[src/rtl/lspm_pkg.sv]
// ----------------------------------------------------------------------------
// Line segment projection package
// Widths, payload types and the segment classes shared by the projection
// front end, the job queue and the arithmetic back end.
// ----------------------------------------------------------------------------
package lspm_pkg;

    localparam int COORD_BITS = 32;
    localparam int DW  = COORD_BITS + 1;
    localparam int PW  = 2 * DW;
    localparam int NW  = PW + 1;
    localparam int QW  = COORD_BITS + 2;
    localparam int OW  = QW + 1;
    localparam int LW  = NW / 2;
    localparam int HW  = NW - LW;
    localparam int MW  = DW + NW;
    localparam int DVW = MW + 2;
    localparam int DDW = NW + 1;
    localparam int RMW = DDW + 1;
    localparam int RW  = QW + 2;
    localparam int XW  = 2 * RW;
    localparam int FW  = COORD_BITS + 4;

    typedef enum logic [1:0] {
        SEG_GENERAL,
        SEG_FLAT,
        SEG_UPRIGHT
    } t_seg_class;

    typedef struct packed {
        logic signed [COORD_BITS-1:0] start_x;
        logic signed [COORD_BITS-1:0] start_y;
        logic signed [COORD_BITS-1:0] end_x;
        logic signed [COORD_BITS-1:0] end_y;
        logic signed [COORD_BITS-1:0] point_x;
        logic signed [COORD_BITS-1:0] point_y;
    } t_in_item;

    typedef struct packed {
        logic signed [COORD_BITS-1:0] foot_x;
        logic signed [COORD_BITS-1:0] foot_y;
        logic        [COORD_BITS-1:0] mileage;
        logic                         saturated;
    } t_out_item;

    typedef struct packed {
        t_seg_class                   cls;
        logic signed [COORD_BITS-1:0] sx;
        logic signed [COORD_BITS-1:0] sy;
        logic signed [DW-1:0]         dx;
        logic signed [DW-1:0]         dy;
        logic signed [DW-1:0]         wx;
        logic signed [DW-1:0]         wy;
        logic        [NW-1:0]         nm_mag;
        logic                         nm_neg;
        logic        [NW-1:0]         den;
    } t_job;

    typedef struct packed {
        t_seg_class                   cls;
        logic signed [COORD_BITS-1:0] sx;
        logic signed [COORD_BITS-1:0] sy;
        logic signed [DW-1:0]         wx;
        logic signed [DW-1:0]         wy;
        logic                         neg_x;
        logic                         neg_y;
    } t_side;

    typedef struct packed {
        logic signed [COORD_BITS-1:0] foot_x;
        logic signed [COORD_BITS-1:0] foot_y;
        logic                         sat;
    } t_tail;

endpackage

[src/rtl/lspm_fifo.sv]
// ----------------------------------------------------------------------------
// Projection job queue
// Small register queue between the front end and the arithmetic back end.
// ----------------------------------------------------------------------------
module lspm_fifo import lspm_pkg::*; #(
    parameter int DEPTH = 4
) (
    input  logic i_clk,
    input  logic i_rst_n,
    input  logic i_push,
    input  t_job i_data,
    output logic o_full,
    input  logic i_pop,
    output t_job o_data,
    output logic o_empty
);

    localparam int AW = $clog2(DEPTH);
    localparam int CW = $clog2(DEPTH + 1);

    t_job            r_mem [DEPTH];
    logic [AW-1:0]   r_wr, r_rd;
    logic [CW-1:0]   r_cnt;

    assign o_full  = (r_cnt == CW'(DEPTH));
    assign o_empty = (r_cnt == '0);
    assign o_data  = r_mem[r_rd];

    always_ff @(posedge i_clk) begin
        if (!i_rst_n) begin
            r_wr  <= '0;
            r_rd  <= '0;
            r_cnt <= '0;
        end else begin
            if (i_push) begin
                r_wr <= (r_wr == AW'(DEPTH - 1)) ? '0 : r_wr + 1'b1;
            end
            if (i_pop) begin
                r_rd <= (r_rd == AW'(DEPTH - 1)) ? '0 : r_rd + 1'b1;
            end
            if (i_push && !i_pop) begin
                r_cnt <= r_cnt + 1'b1;
            end else if (i_pop && !i_push) begin
                r_cnt <= r_cnt - 1'b1;
            end
        end
    end

    always_ff @(posedge i_clk) begin
        if (i_push) begin
            r_mem[r_wr] <= i_data;
        end
    end

`ifndef SYNTHESIS
    a_no_overflow: assert property (@(posedge i_clk) disable iff (!i_rst_n)
        i_push |-> !o_full) else $error("Job pushed into a full queue.");
    a_no_underflow: assert property (@(posedge i_clk) disable iff (!i_rst_n)
        i_pop |-> !o_empty) else $error("Job popped from an empty queue.");
    a_cnt_range: assert property (@(posedge i_clk) disable iff (!i_rst_n)
        r_cnt <= CW'(DEPTH)) else $error("Queue count beyond its depth.");
`endif

endmodule

[config.mk]
export PLATFORM = sky130hd
export DESIGN_NAME = lspm_fifo
export DESIGN_NICKNAME = d
export VERILOG_FILES = /design/src/rtl/lspm_pkg.sv /design/src/rtl/lspm_fifo.sv
export SDC_FILE = /design/constraint.sdc
export NUM_CORES = 1
export LEC_CHECK = 0
export BUFFER_PORTS_ARGS = -buffer_cell sky130_fd_sc_hd__buf_2
export CAP_MARGIN = 10
export CELL_PAD_IN_SITES_DETAIL_PLACEMENT = 1
export CELL_PAD_IN_SITES_GLOBAL_PLACEMENT = 1
export CORE_ASPECT_RATIO = 1.25
export CORE_MARGIN = 2
export CORE_UTILIZATION = 46
export DETAILED_ROUTE_END_ITERATION = 6
export HOLD_SLACK_MARGIN = 0.03
export PLACE_DENSITY_LB_ADDON = 0.08
export SYNTH_ARGS = -nofsm -noshare
export SYNTH_HDL_FRONTEND = slang
export SYNTH_SLANG_ARGS = --single-unit
[constraint.sdc]
create_clock -name i_clk -period 8.76 [get_ports i_clk]
set_input_delay 0.876 -clock i_clk [delete_from_list [all_inputs] [get_ports i_clk]]
set_output_delay 0.876 -clock i_clk [all_outputs]
set_load 0.005 [all_outputs]
### Word level (Yosys, flattened, before mapping)

Memory sizes are Yosys's and may differ from the RTL's. A register that Yosys moved wholly into a read port is not among the register bits.
Index checks and enable logic that the tools add are counted.

| operators by class | value |
|---|---|
| $add $sub $neg | 4 |
| muxes and demuxes | 8 |
| reductions and logical operators | 6 |
| equal/unequal tests | 3 |

Operators with widths:

| cell | count |
|---|---|
| 2-to-1 mux 2 bit | 4 |
| 2-to-1 mux 3 bit | 2 |
| adder 2 x 1 -> 2 bit, second input constant | 2 |
| == test 2 bit, second input constant | 2 |
| adder 3 x 1 -> 3 bit, second input constant | 1 |
| == test 3 bit, second input constant | 1 |
| logical NOT 3 bit | 1 |
| subtractor 3 x 1 -> 3 bit, second input constant | 1 |
| logical AND 1 bit | 2 |
| logical NOT 1 bit | 2 |
| 2-to-1 mux 1 bit | 2 |
| nonzero test 2 bit | 1 |

| word-level totals | value |
|---|---|
| register bits | 7 |
| input bits | 337 |
| word-level logic and storage cells | 25 |
| memories | 1 |
| bits in writable memories | 1332 |
| output and inout bits | 335 |

Memory list:

| memory | words | bits a word | rd ports | clocked after memory_dff | write ports | RTL line | source |
|---|---|---|---|---|---|---|---|
| r_mem | 4 | 333 | 1 | 1 | 1 | lspm_fifo.sv:21 | `t_job r_mem [DEPTH];` |

### Depth between registers and ports, before layout

Gate-level depths: netlist of run 1.

| depth | value |
|---|---|
| word-level depth | 4 |
| gate-level depth with buffers | 7 |
| depth with buffers taken out | 7 |

### Least setup slack after synthesis of run 1

Ideal clock, no wire load.

| path | value |
|---|---|
| path type | in2reg |
| from | in i_push |
| to | mem r_mem[0][0] in the netlist's numbering, enable pin |
| arrival time | 8.378 ns |
| buffers on the path | 0 |
| setup slack | -0.354 ns |
| library setup time | 0.736 ns |
| cell stages on the path | 1 |
| required time | 8.024 ns |
| cells stage by stage | and2_1 |

| on the way | value |
|---|---|
| cells in the longest elaborated chain, start to end | 2 |

Ends and longest elaborated chain:

| what | RTL line | source |
|---|---|---|
| start, declared | lspm_fifo.sv:10 | `input logic i_push,` |
| 2-to-1 mux 1 bit | lspm_fifo.sv:50 | `if (i_push) begin` |
| 2-to-1 mux 1 bit (not written as such) | lspm_fifo.sv:51 | `r_mem[r_wr] <= i_data;` |
| end, declared | lspm_fifo.sv:21 |  |

No other way between the ends.

==> metrics.md, run 1 <==
| Metric | Value |
|---|---|
| Remaining DRCs | 0 |
| Yosys top cell by area | edfxtp_1 |
| Critical path class | reg -> out |
| FILL cells | 8964 |
| Main synth FF type | edfxtp_1 |
| Cell Chain, Critical Path | buf_4 > buf_4 > mux4_2 > buf_2 |
| Min-delay src | i_data[21] |
| Most frequent cells after synthesis | edfxtp_1 (1332), mux4_2 (333), buf_2 (36), buf_6 (30), dfxtp_1 (9) |
| Syn Nets | 2127 |
| Final slew viol count | 0 |
| Largest net degree at the start of global routing | 155 |
| Setup WS pre-CTS | 4537 ps |
| Period utilization | 0.5460 |
| Die area | 0.1081 mm^2 |
| Type of the worst min-delay path | in -> reg |
| Multi-input logic area | 0.007772 mm^2 |
| Int Power | 11.16 mW |
| PD cells | 246.1 mW/mm^2 |
| Clk slew on worst S/H paths | 60 ps |
| Clk pwr share | 0.397 |
| First-pass GRT wire length | 163300 um |
| Final nets | 2886 |
| GRT Max-Usage Layer | met2 |
| HPWL Detailed | 69780 um |
| GRT overflow | 0 |
| Cell mode on critical path | buf_4 |
| All-Layer GR Usage | 0.2090 |
| Gpl congestion | 0.7578 |
| Critical Path Source Type | flop |
| Top-area cell type share of the netlist area | 0.8246 |
| Vias/cell | 5.466 |
| Initial core utilization | 0.4627 |
| CP delay by family, top | buffers and inverters |
| Met1 usage | 0.2535 |
| Worst VDD drop | 0.2061 mV |
| Syn-to-layout area delta | 18.95% |
| Switching part of the total power | 0.2137 |
| Clock Latency Late Sink | 740 ps |
| TritonRoute pass-1 iters | 5 |
| 1st-iter DRT viols | 1170 |
| I/O pins | 672 |
| Relative slew slack | 0.2278 |
| Clock root cell | clkbuf_16 |
| Comb power frac | 0.079 |
| Cts bufs inserted | 135 |
| Most common cell in the synthesized netlist | edfxtp_1 |
| Minimum clock period | 4783 ps |
| Row Count | 133 |
| Average wire per standard cell | 27.75 um |
| Clock sink count | 1341 |
| Post-synthesis sequential area ratio | 0.8284 |
| Maximum root-to-sink buffer count | 3 |
| Die Ht | 367.1 um |
| Die X | 294.4 um |
| CP max stage cell | buf_4 |
| Worst Max-Slew Pin Slew | 1158 ps |
| Avg Synthesized Cell Area | 27.20 um^2 |
| Peak fanout along the critical path | 46 |
| Setup TNS | 0 ps |
| Synth area leaders | edfxtp_1 (82%), mux4_2 (15%), buf_6 (0.70%) |
| Number of global-route vias before repair | 23997 |
| Largest stage delay, worst path | 850 ps |
| CTS tree | yes |
| Setup Fix Bufs, Post-CTS | 0 |
| Post-route setup slack | 3977 ps |
| Htree depth | 4 |
| WP data arrival | 3910 ps |
| Buf/Inv on CP | 3 |
| CP endpoint kind | primary output |
| DR vias | 21980 |
| Clock Skew | 23.52 ps |
| Met2 Track Usage GR | 0.3320 |
| Required @ worst endpoint | 7880 ps |
| Hold-fix buffers, CTS | 0 |
| Final hold vios | 0 |
| Synth unique cells | 21 |
| Final wirelength | 111600 um |
| Synth Warn # | 0 |
| Proportion of layout cells with a drive suffix above 1 | 0.4588 |
| PostCTS Resize Cnt | 0 |
| Met3 GRT Util | 0.08962 |
| IO buf count | 671 |
| Post-synth EDFFs | 1332 |
| Placeable Area | 0.1048 mm^2 |
| Reg area | 0.04019 mm^2 |
| FF+latch count, synth | 1341 |
| Max_cap viols | 0 |
| Async set-reset flop share out of synthesis | 0 |
| Syn Inst Count | 1783 |
| Setup violations, final | 0 |
| Fmax | 0.2091 GHz |
| Lkg Pwr | 19.15 nW |
| Mapped Area | 0.04850 mm^2 |
| RSZ-0062 raised after global routing | no |
| Antenna-violating nets left | 0 |
| Initial antenna violation count | 71 |
| Sw Pwr | 3.033 mW |
| Status | finished clean |
| Reg power frac | 0.524 |
| Reg2reg start | r_wr[0]$_SDFFE_PN0P_ |
==> per-stage QoR <==
step	utilization	power (mW)	cell area [um^2]	instances	hold WS [ps]
after global placement	0.5085	8.684	53310	3755	488.9
after global routing	0.5500	14.67	57660	4007	314.7
after floorplan	-	8.167	48510	1783	472.4
after detailed placement	0.5085	8.721	53310	3755	535.6
final	0.5503	14.20	57700	4021	349.8
after CTS	0.5497	14.38	57630	3996	288.0
==> power groups by stage <==
stage,clock [mW],sequential [mW],combinational (mW)
2_1_floorplan,0,7.58,0.587
3_3_place_gp,0,7.56,1.13
3_5_place_dp,0,7.58,1.14
4_1_cts,5.79,7.44,1.15
5_1_grt,6.00,7.46,1.21
6_report,5.64,7.44,1.12
==> worst paths after layout <==
kind                             endpoint  slack, ps  cells past startpoint
hold reg to reg                      flop        540                      2
setup reg to reg  r_mem[3][170]$_DFFE_PP_       5510                      4
setup / recovery              o_data[212]       3980                      4
hold / removal     r_mem[0][21]$_DFFE_PP_        350                      1
==> state kept, by name, summed over array words and instances (netlist names), named ones only <==
| name | count |
|---|---|
| r_mem | 1332 |
| r_wr | 2 |
| r_cnt | 3 |
| r_rd | 2 |
==> kinds of logic after synthesis <==
family,synth area share
buffers and inverters,0.01161
xor gates and xnor gates,0.0003612
muxes,0.1554
and+or+nand+nor,0.001857
AOI/OAI and AO/OA,0.0004127
DFF,0.8284
adders and majority gates,0.001960
==> layer usage <==
metal  vias to the layer above  share of wire
li1                       9332              -
met2                       740           0.49
met5                         -         0.0032
met1                     11616           0.38
met4                        60          0.034
met3                       232          0.097
==> worst register-to-register path: cells and delay by family (launching register included) <==
kind                     cells  cell delay [ps]
adder cells (fa/ha/maj)      1              220
AND/OR/NAND/NOR              1              820
flip-flops                   1              410
buffers and inverters        2             1390
==> cell usage in the layout, fill, tap and decap left out, drive strengths merged <==
cell,Yosys,final
a21boi,1,1
and2,5,5
buf,66,696
bufinv,0,12
clkbuf,8,173
clkinv,0,48
clkinvlp,0,3
dfxtp,9,9
diode,0,25
edfxtp,1332,1332
fa,1,1
ha,6,6
inv,4,9
mux2i,4,4
mux4,333,333
nor2,1,1
nor2b,5,5
nor3,2,2
nor3b,1,1
o21a,1,1
o21ai,1,1
or3,1,1
xnor2,1,1
xor2,1,1
==> layout make-up <==
| type | count | share of cell area |
|---|---|---|
| flip-flops and latches | 1341 | 0.6965 |
| multi-input cells | 364 | 0.1347 |
| clock buffers | 173 | 0.06322 |
| repair buffers | 696 | 0.06319 |
| well taps | 1350 | 0.02928 |
| clock inverters | 68 | 0.01173 |
| diodes | 25 | 0.001084 |
| inverters | 4 | 0.0002602 |
Power figures use the tool's default switching activity.
==> run 2, diff against run 1 <==
--- a/config.mk
+++ b/config.mk
@@ -5,13 +5,14 @@
 export SDC_FILE = /design/constraint.sdc
 export NUM_CORES = 1
 export LEC_CHECK = 0
+export ABC_AREA = 1
 export BUFFER_PORTS_ARGS = -buffer_cell sky130_fd_sc_hd__buf_2
 export CAP_MARGIN = 10
 export CELL_PAD_IN_SITES_DETAIL_PLACEMENT = 1
 export CELL_PAD_IN_SITES_GLOBAL_PLACEMENT = 1
 export CORE_ASPECT_RATIO = 1.25
 export CORE_MARGIN = 2
-export CORE_UTILIZATION = 46
+export CORE_UTILIZATION = 43
 export DETAILED_ROUTE_END_ITERATION = 6
 export HOLD_SLACK_MARGIN = 0.03
 export PLACE_DENSITY_LB_ADDON = 0.08
==> constraint.sdc (replaced) <==
create_clock -name i_clk -period 4.4 [get_ports i_clk]
set_input_delay 0.44 -clock i_clk [delete_from_list [all_inputs] [get_ports i_clk]]
set_output_delay 0.44 -clock i_clk [all_outputs]
set_load 0.005 [all_outputs]
==> run 2 against run 1 <==
Against the previous run:
- die area grew 9.9%
- wire length grew 22%
- cell count grew 47%
- critical path depth is the same
- power grew 100%
- synthesized cell count grew 84%
==> metrics.md, run 2 <==
| Metric | Value |
|---|---|
| Synth Warn # | 0 (unchanged) |
| Power, Total | 28.70 mW (was 14.20 mW) |
| Vias/cell | 5.298 (was 5.466) |
| Status | finished clean (unchanged) |
| Avg Synthesized Cell Area | 15.22 um^2 (was 27.20 um^2) |
| Relative slew slack | 0.2521 (was 0.2278) |
| Syn Inst Count | 3278 (was 1783) |
| Lkg Pwr | 21.47 nW (was 19.15 nW) |
| Post-synth EDFFs | 1332 (unchanged) |
| Type of the worst min-delay path | in -> reg (unchanged) |
| Gpl congestion | 0.7572 (was 0.7578) |
| IO buf count | 671 (unchanged) |
| FF-to-FF setup slack | 1720 ps (was 5510 ps) |
| Synth unique cells | 23 (was 21) |
| FF+latch count, synth | 1341 (unchanged) |
| Worst Max-Slew Pin Slew | 1122 ps (was 1158 ps) |
| Required @ worst endpoint | 3960 ps (was 7880 ps) |
| 1st-iter DRT viols | 1885 (was 1170) |
| Peak fanout along the critical path | 64 (was 46) |
| Average wire per standard cell | 23.08 um (was 27.75 um) |
| WP data arrival | 3340 ps (was 3910 ps) |
| I/O pins | 672 (unchanged) |
| Clock sink count | 1341 (unchanged) |
| Number of global-route vias before repair | 32823 (was 23997) |
| Largest net degree at the start of global routing | 223 (was 155) |
| Row Count | 139 (was 133) |
| Final slew viol count | 0 (unchanged) |
| Clock root cell | clkbuf_16 (unchanged) |
| Die area | 0.1188 mm^2 (was 0.1081 mm^2) |
| Clock Latency Late Sink | 770 ps (was 740 ps) |
| Maximum root-to-sink buffer count | 3 (unchanged) |
| Top-area cell type share of the netlist area | 0.8016 (was 0.8246) |
| Die X | 308.7 um (was 294.4 um) |
| CP endpoint kind | primary output (unchanged) |
| Critical path class | reg -> out (unchanged) |
| GRT overflow | 0 (unchanged) |
| Worst VDD drop | 0.3849 mV (was 0.2061 mV) |
| Setup violations, final | 0 (unchanged) |
| Mapped Area | 0.04990 mm^2 (was 0.04850 mm^2) |
| Max FFs per register | 1332 (unchanged) |
| Non-filler instance count after layout | 5914 (was 4021) |
| Proportion of layout cells with a drive suffix above 1 | 0.2089 (was 0.4588) |
| Regs by FF count | r_mem: 1332 flops, r_cnt: 3 flops (unchanged) |
| Period utilization | 0.8584 |
| Commonest non-fill, non-tap cell in the layout | edfxtp_1 (unchanged) |
| Most frequent cells after synthesis | edfxtp_1 (1332), nor2_1 (674), o21ai_0 (476), o22ai_1 (333), o21ai_1 (193) (was edfxtp_1 (1332), mux4_2 (333), buf_2 (36), buf_6 (30), dfxtp_1 (9)) |
| Most common cell in the synthesized netlist | edfxtp_1 (unchanged) |
| Die Ht | 384.8 um (was 367.1 um) |
| Placeable Area | 0.1150 mm^2 (was 0.1048 mm^2) |
| Yosys top cell by area | edfxtp_1 (unchanged) |
| Final hold vios | 0 (unchanged) |
| Reg with most FFs | r_mem (unchanged) |
| All-Layer GR Usage | 0.2264 (was 0.2090) |
| Syn-to-layout area delta | 24.05% (was 18.95%) |
| First-pass GRT wire length | 201900 um (was 163300 um) |
| Commonest cells after routing, fill and taps aside | edfxtp_1 (1332), nor2_1 (674), buf_2 (671), o21ai_0 (476), dlygate4sd3_1 (336) (was edfxtp_1 (1332), buf_2 (671), mux4_2 (333), clkbuf_16 (140)) |
| Final wirelength | 136500 um (was 111600 um) |
| Max_cap viols | 0 (unchanged) |
| Clk slew on worst S/H paths | 60 ps (about the same) |
| Final nets | 4585 (was 2886) |
| Initial antenna violation count | 32 (was 71) |
| Antenna-violating nets left | 0 (unchanged) |
| TritonRoute pass-1 iters | 5 (unchanged) |
| Htree depth | 4 (unchanged) |
| Clock Skew | 17.62 ps (was 23.52 ps) |
| Minimum clock period | 3777 ps |
| HPWL Detailed | 76640 um (was 69780 um) |
| Syn Nets | 3622 (was 2127) |
| Post-synthesis sequential area ratio | 0.8053 (was 0.8284) |
| Placed Area | 0.05426 mm^2 (was 0.05331 mm^2) |
| Async set-reset flop share out of synthesis | 0 (unchanged) |
| Synth area leaders | edfxtp_1 (80%), nor2_1 (5.1%), o21ai_0 (4.8%) (was edfxtp_1 (82%), mux4_2 (15%), buf_6 (0.70%)) |
| PD cells | 463.7 mW/mm^2 (was 246.1 mW/mm^2) |
| Placed cell count | 5317 (was 3755) |
| DR vias | 31332 (was 21980) |
| RSZ-0062 raised after global routing | no (unchanged) |
| Remaining DRCs | 0 (unchanged) |
| Fmax | 0.2648 GHz |
| Design area | 0.06189 mm^2 (was 0.05770 mm^2) |
| Critical Path Source Type | flop (unchanged) |
| CTS tree | yes (unchanged) |
| Cts bufs inserted | 137 (was 135) |
| Main synth FF type | edfxtp_1 (unchanged) |
| Initial core utilization | 0.4340 (was 0.4627) |
==> run 2: cell types whose count changed after synthesis, moves of 37 or more <==
cell,before,now
nor2_1,1,674
clkbuf_1,8,72
o22ai_1,0,333
o21ai_0,1,476
mux4_2,333,0
buf_6,30,67
o21ai_1,0,193
==> run 2: worst paths after layout <==
check | start | end | cells past startpoint
worst max-delay path | flop | o_data[272] | 4
worst min-delay path | i_data[323] | r_mem[0][323]$_DFFE_PP_ | 2
worst min register to register | r_wr[1]$_SDFFE_PN0P_ | r_wr[1]$_SDFFE_PN0P_ | 2
worst max register to register | r_wr[0]$_SDFFE_PN0P_ | r_mem[3][56]$_DFFE_PP_ | 5
==> run 2: final cells by class <==
type                    instances  area, um^2
diodes                         17       42.54
clock buffers                 175        3741
clock inverters                69       490.5
fillers                     11243       53070
inverters                      16       108.9
multi-input cells            1701        8157
flip-flops and latches       1341       40190
well taps                    1551        1941
repair buffers               1044        7224
==> run 2: kinds of logic (layout without fill, tap and decap cells) <==
kind of cell | count (synthesis) | in the layout | share of synthesized area
flip-flops | 1341 | 1341 | 0.8053
other | 0 | 17 | 0
XOR/XNOR | 1 | 1 | 0.0001756
AO/OA/AOI/OAI | 1005 | 1005 | 0.1092
buffers and inverters | 236 | 1304 | 0.03157
AND/OR/NAND/NOR | 688 | 688 | 0.05193
adder cells (fa/ha/maj) | 7 | 7 | 0.001906
==> run 2: metal layers <==
layer  wire length (um)  track usage  vias up  share of wire
met5                241            0        -         0.0018
met3              10580      0.07284      251          0.077
met4               4547      0.08717       38          0.033
met1              54750       0.2796    15865           0.40
li1                   -            -    14400              -
met2              66360       0.3707      778           0.49
==> run 2: worst max-delay path, cell delays in order (launching register included) <==
cell	delay, ps
dfxtp_4	830
buf_4	750
o21ai_0	230
o22ai_1	540
buf_2	220
==> run 2: timing repair <==
item	4_1_cts	5_1_grt
resized for setup	0	0
hold endpoints to repair	1341	0
buffers inserted	0	0
hold buffers	336	0
==> run 2: metrics by stage <==
| stage | hold slack, ps | TNS (ps) | setup WS [ps] | utilization |
|---|---|---|---|---|
| after floorplan | 460.1 | -2134930 | -1605 | - |
| after global placement | 479.2 | 0 | 1312 | 0.4720 |
| after detailed placement | 489.4 | 0 | 1306 | 0.4720 |
| after CTS | 354.7 | 0 | 463.8 | 0.5380 |
| after global routing | 394.5 | 0 | 393.9 | 0.5383 |
| final | 425.3 | 0 | 622.9 | 0.5384 |
==> run 2: power breakdown <==
group / switching, mW / internal, mW
logic: 1.87 / 1.04
registers: 0.135 / 14.6
clock network: 4.73 / 6.29
==> run 3, diff against run 2 <==
--- a/config.mk
+++ b/config.mk
@@ -15,7 +15,7 @@
 export CORE_UTILIZATION = 43
 export DETAILED_ROUTE_END_ITERATION = 6
 export HOLD_SLACK_MARGIN = 0.03
-export PLACE_DENSITY_LB_ADDON = 0.08
+export PLACE_DENSITY = 0.81
 export SYNTH_ARGS = -nofsm -noshare
 export SYNTH_HDL_FRONTEND = slang
 export SYNTH_SLANG_ARGS = --single-unit
==> run 3 against run 2 <==
Against the previous run:
- cell count is 0.17% higher
- first-iteration DRC count rose by 76%
- global-route usage is 4.0 points higher
- die area did not move
- non-clock buffer count rose by 6
- count of clock-buffer cells in the layout shrank 16
- via count is 8.7% higher
- critical path type unchanged
- setup slack lost 190 ps
- critical endpoint is now o_data[216]
- worst hold slack worse by 310 ps
- final area about the same
- maximum frequency is 4.8% lower
==> metrics.md, run 3 (synthesized netlist as in run 2, its figures left out) <==
| Metric | Value |
|---|---|
| Status | finished clean (unchanged) |
| Placeable Area | 0.1150 mm^2 (unchanged) |
| Relative slew slack | 0.1457 (was 0.2521) |
| Proportion of layout cells with a drive suffix above 1 | 0.2114 (was 0.2089) |
| WP data arrival | 3530 ps (was 3340 ps) |
| Max FFs per register | 1332 (unchanged) |
| Gpl congestion | 0.8175 (was 0.7572) |
| Clk slew on worst S/H paths | 70 ps (was 60 ps) |
| PD cells | 471.7 mW/mm^2 (was 463.7 mW/mm^2) |
| Type of the worst min-delay path | in -> reg (unchanged) |
| 1st-iter DRT viols | 3309 (was 1885) |
| Number of global-route vias before repair | 37131 (was 32823) |
| Critical path class | reg -> out (unchanged) |
| Max_cap viols | 0 (unchanged) |
| Initial core utilization | 0.4340 (unchanged) |
| Initial antenna violation count | 24 (was 32) |
| Worst Max-Slew Pin Slew | 1281 ps (was 1122 ps) |
| FF-to-FF setup slack | 1650 ps (was 1720 ps) |
| Die area | 0.1188 mm^2 (unchanged) |
| Final nets | 4587 (was 4585) |
| Average wire per standard cell | 27.33 um (was 23.08 um) |
| RSZ-0062 raised after global routing | no (unchanged) |
| All-Layer GR Usage | 0.2660 (was 0.2264) |
| Setup WS pre-CTS | 1500 ps (was 1306 ps) |
| Period utilization | 0.9015 (was 0.8584) |
| Reg with most FFs | r_mem (unchanged) |
| Clock Latency Late Sink | 780 ps (was 770 ps) |
| I/O pins | 672 (unchanged) |
| Antenna-violating nets left | 0 (unchanged) |
| Post-route setup slack | 433.5 ps (was 622.9 ps) |
| CTS tree | yes (unchanged) |
| Clock Skew | 40.89 ps (was 17.62 ps) |
| GRT overflow | 0 (unchanged) |
| Die X | 308.7 um (unchanged) |
| Placed cell count | 5322 (was 5317) |
| Required @ worst endpoint | 3960 ps (about the same) |
| Maximum root-to-sink buffer count | 3 (unchanged) |
| Remaining DRCs | 0 (unchanged) |
| CP endpoint kind | primary output (unchanged) |
| Htree depth | 4 (unchanged) |
| Die Ht | 384.8 um (unchanged) |
| Commonest non-fill, non-tap cell in the layout | edfxtp_1 (unchanged) |
| Worst VDD drop | 0.5957 mV (was 0.3849 mV) |
| Final wirelength | 161900 um (was 136500 um) |
| Syn-to-layout area delta | 24.07% (was 24.05%) |
| Final hold vios | 0 (unchanged) |
| Final Util | 0.5385 (was 0.5384) |
| Fmax | 0.2521 GHz (was 0.2648 GHz) |
| TritonRoute pass-1 iters | 6 (was 5) |
| Setup TNS | 0 ps (unchanged) |
| Non-filler instance count after layout | 5924 (was 5914) |
| Peak fanout along the critical path | 104 (was 64) |
| Clock sink count | 1341 (unchanged) |
| Minimum clock period | 3967 ps (was 3777 ps) |
| Cts bufs inserted | 133 (was 137) |
| First-pass GRT wire length | 237100 um (was 201900 um) |
| DR vias | 34053 (was 31332) |
| Largest net degree at the start of global routing | 223 (unchanged) |
| IO buf count | 671 (unchanged) |
| Commonest cells after routing, fill and taps aside | edfxtp_1 (1332), nor2_1 (674), buf_2 (671), o21ai_0 (476), dlygate4sd3_1 (337) (was edfxtp_1 (1332), nor2_1 (674), buf_2 (671), o21ai_0 (476), dlygate4sd3_1 (336)) |
| Clock root cell | clkbuf_16 (unchanged) |
| Lkg Pwr | 21.46 nW (was 21.47 nW) |
| Row Count | 139 (unchanged) |
| Vias/cell | 5.748 (was 5.298) |
| Final slew viol count | 0 (unchanged) |
| HPWL Detailed | 84260 um (was 76640 um) |
| FILL cells | 11184 (was 11243) |
| Setup violations, final | 0 (unchanged) |
| PostCTS Resize Cnt | 0 (unchanged) |
| Regs by FF count | r_mem: 1332 flops, r_cnt: 3 flops (unchanged) |
| Critical Path Source Type | flop (unchanged) |
[run 3: repair_timing]
action,in CTS,in global routing
hold buffers,337,0
setup buffers,0,0
setup endpoints to repair,0,0
endpoints found under the hold margin,1341,0
[run 3: path summary, 6_finish.rpt]
check	from	endpoint	cells after the start
min	i_pop	flop	4
max reg2reg	r_wr[0]$_SDFFE_PN0P_	r_mem[3][153]$_DFFE_PP_	5
min reg2reg	r_wr[1]$_SDFFE_PN0P_	r_wr[1]$_SDFFE_PN0P_	2
max	flop	o_data[216]	5
[run 3: metrics by stage]
| step | area (um^2) | power, mW | hold slack [ps] |
|---|---|---|---|
| 2_1_floorplan | 49930 | 16.44 | 460.1 |
| 3_5_place_dp | 54260 | 17.71 | 484.1 |
| 4_1_cts | 61840 | 29.01 | 64.64 |
| 6_report | 61900 | 29.20 | 119.0 |
| 3_3_place_gp | 54260 | 17.52 | 480.1 |
| 5_1_grt | 61900 | 29.99 | 138.0 |
[run 3: per-layer routing]
layer,up-vias,GRT usage,share of wire
met3,485,0.05607,0.072
met4,2,0.1468,0.055
met1,17427,0.2984,0.35
met5,-,0,0.000099
met2,1698,0.4710,0.52
li1,14441,-,-
[run 3: cell type report]
cell class	instances	area, um^2	share of cell area
Tap cell	1551	1941	0.03135
Sequential cell	1341	40190	0.6492
Inverter	16	108.9	0.001758
Timing Repair Buffer	1050	7234	0.1169
Multi-Input combinational cell	1701	8157	0.1318
Clock buffer	159	3447	0.05568
Clock inverter	81	764.5	0.01235
Antenna cell	25	62.56	0.001011
[run 3: where the power goes]
part | leakage, nW | switching [mW] | internal (mW)
Sequential | 12.3 | 0.187 | 14.6
Combinational | 7.11 | 2.04 | 1.04
Clock | 2.05 | 5.15 | 6.14
Total | 21.5 | 7.38 | 21.8
[run 3: critical path, cell delays in order (launching register included)]
cell     delay (ps)
dfxtp_4         470
buf_12          360
buf_4           880
o21ai_0         400
o22ai_1         310
buf_2           180
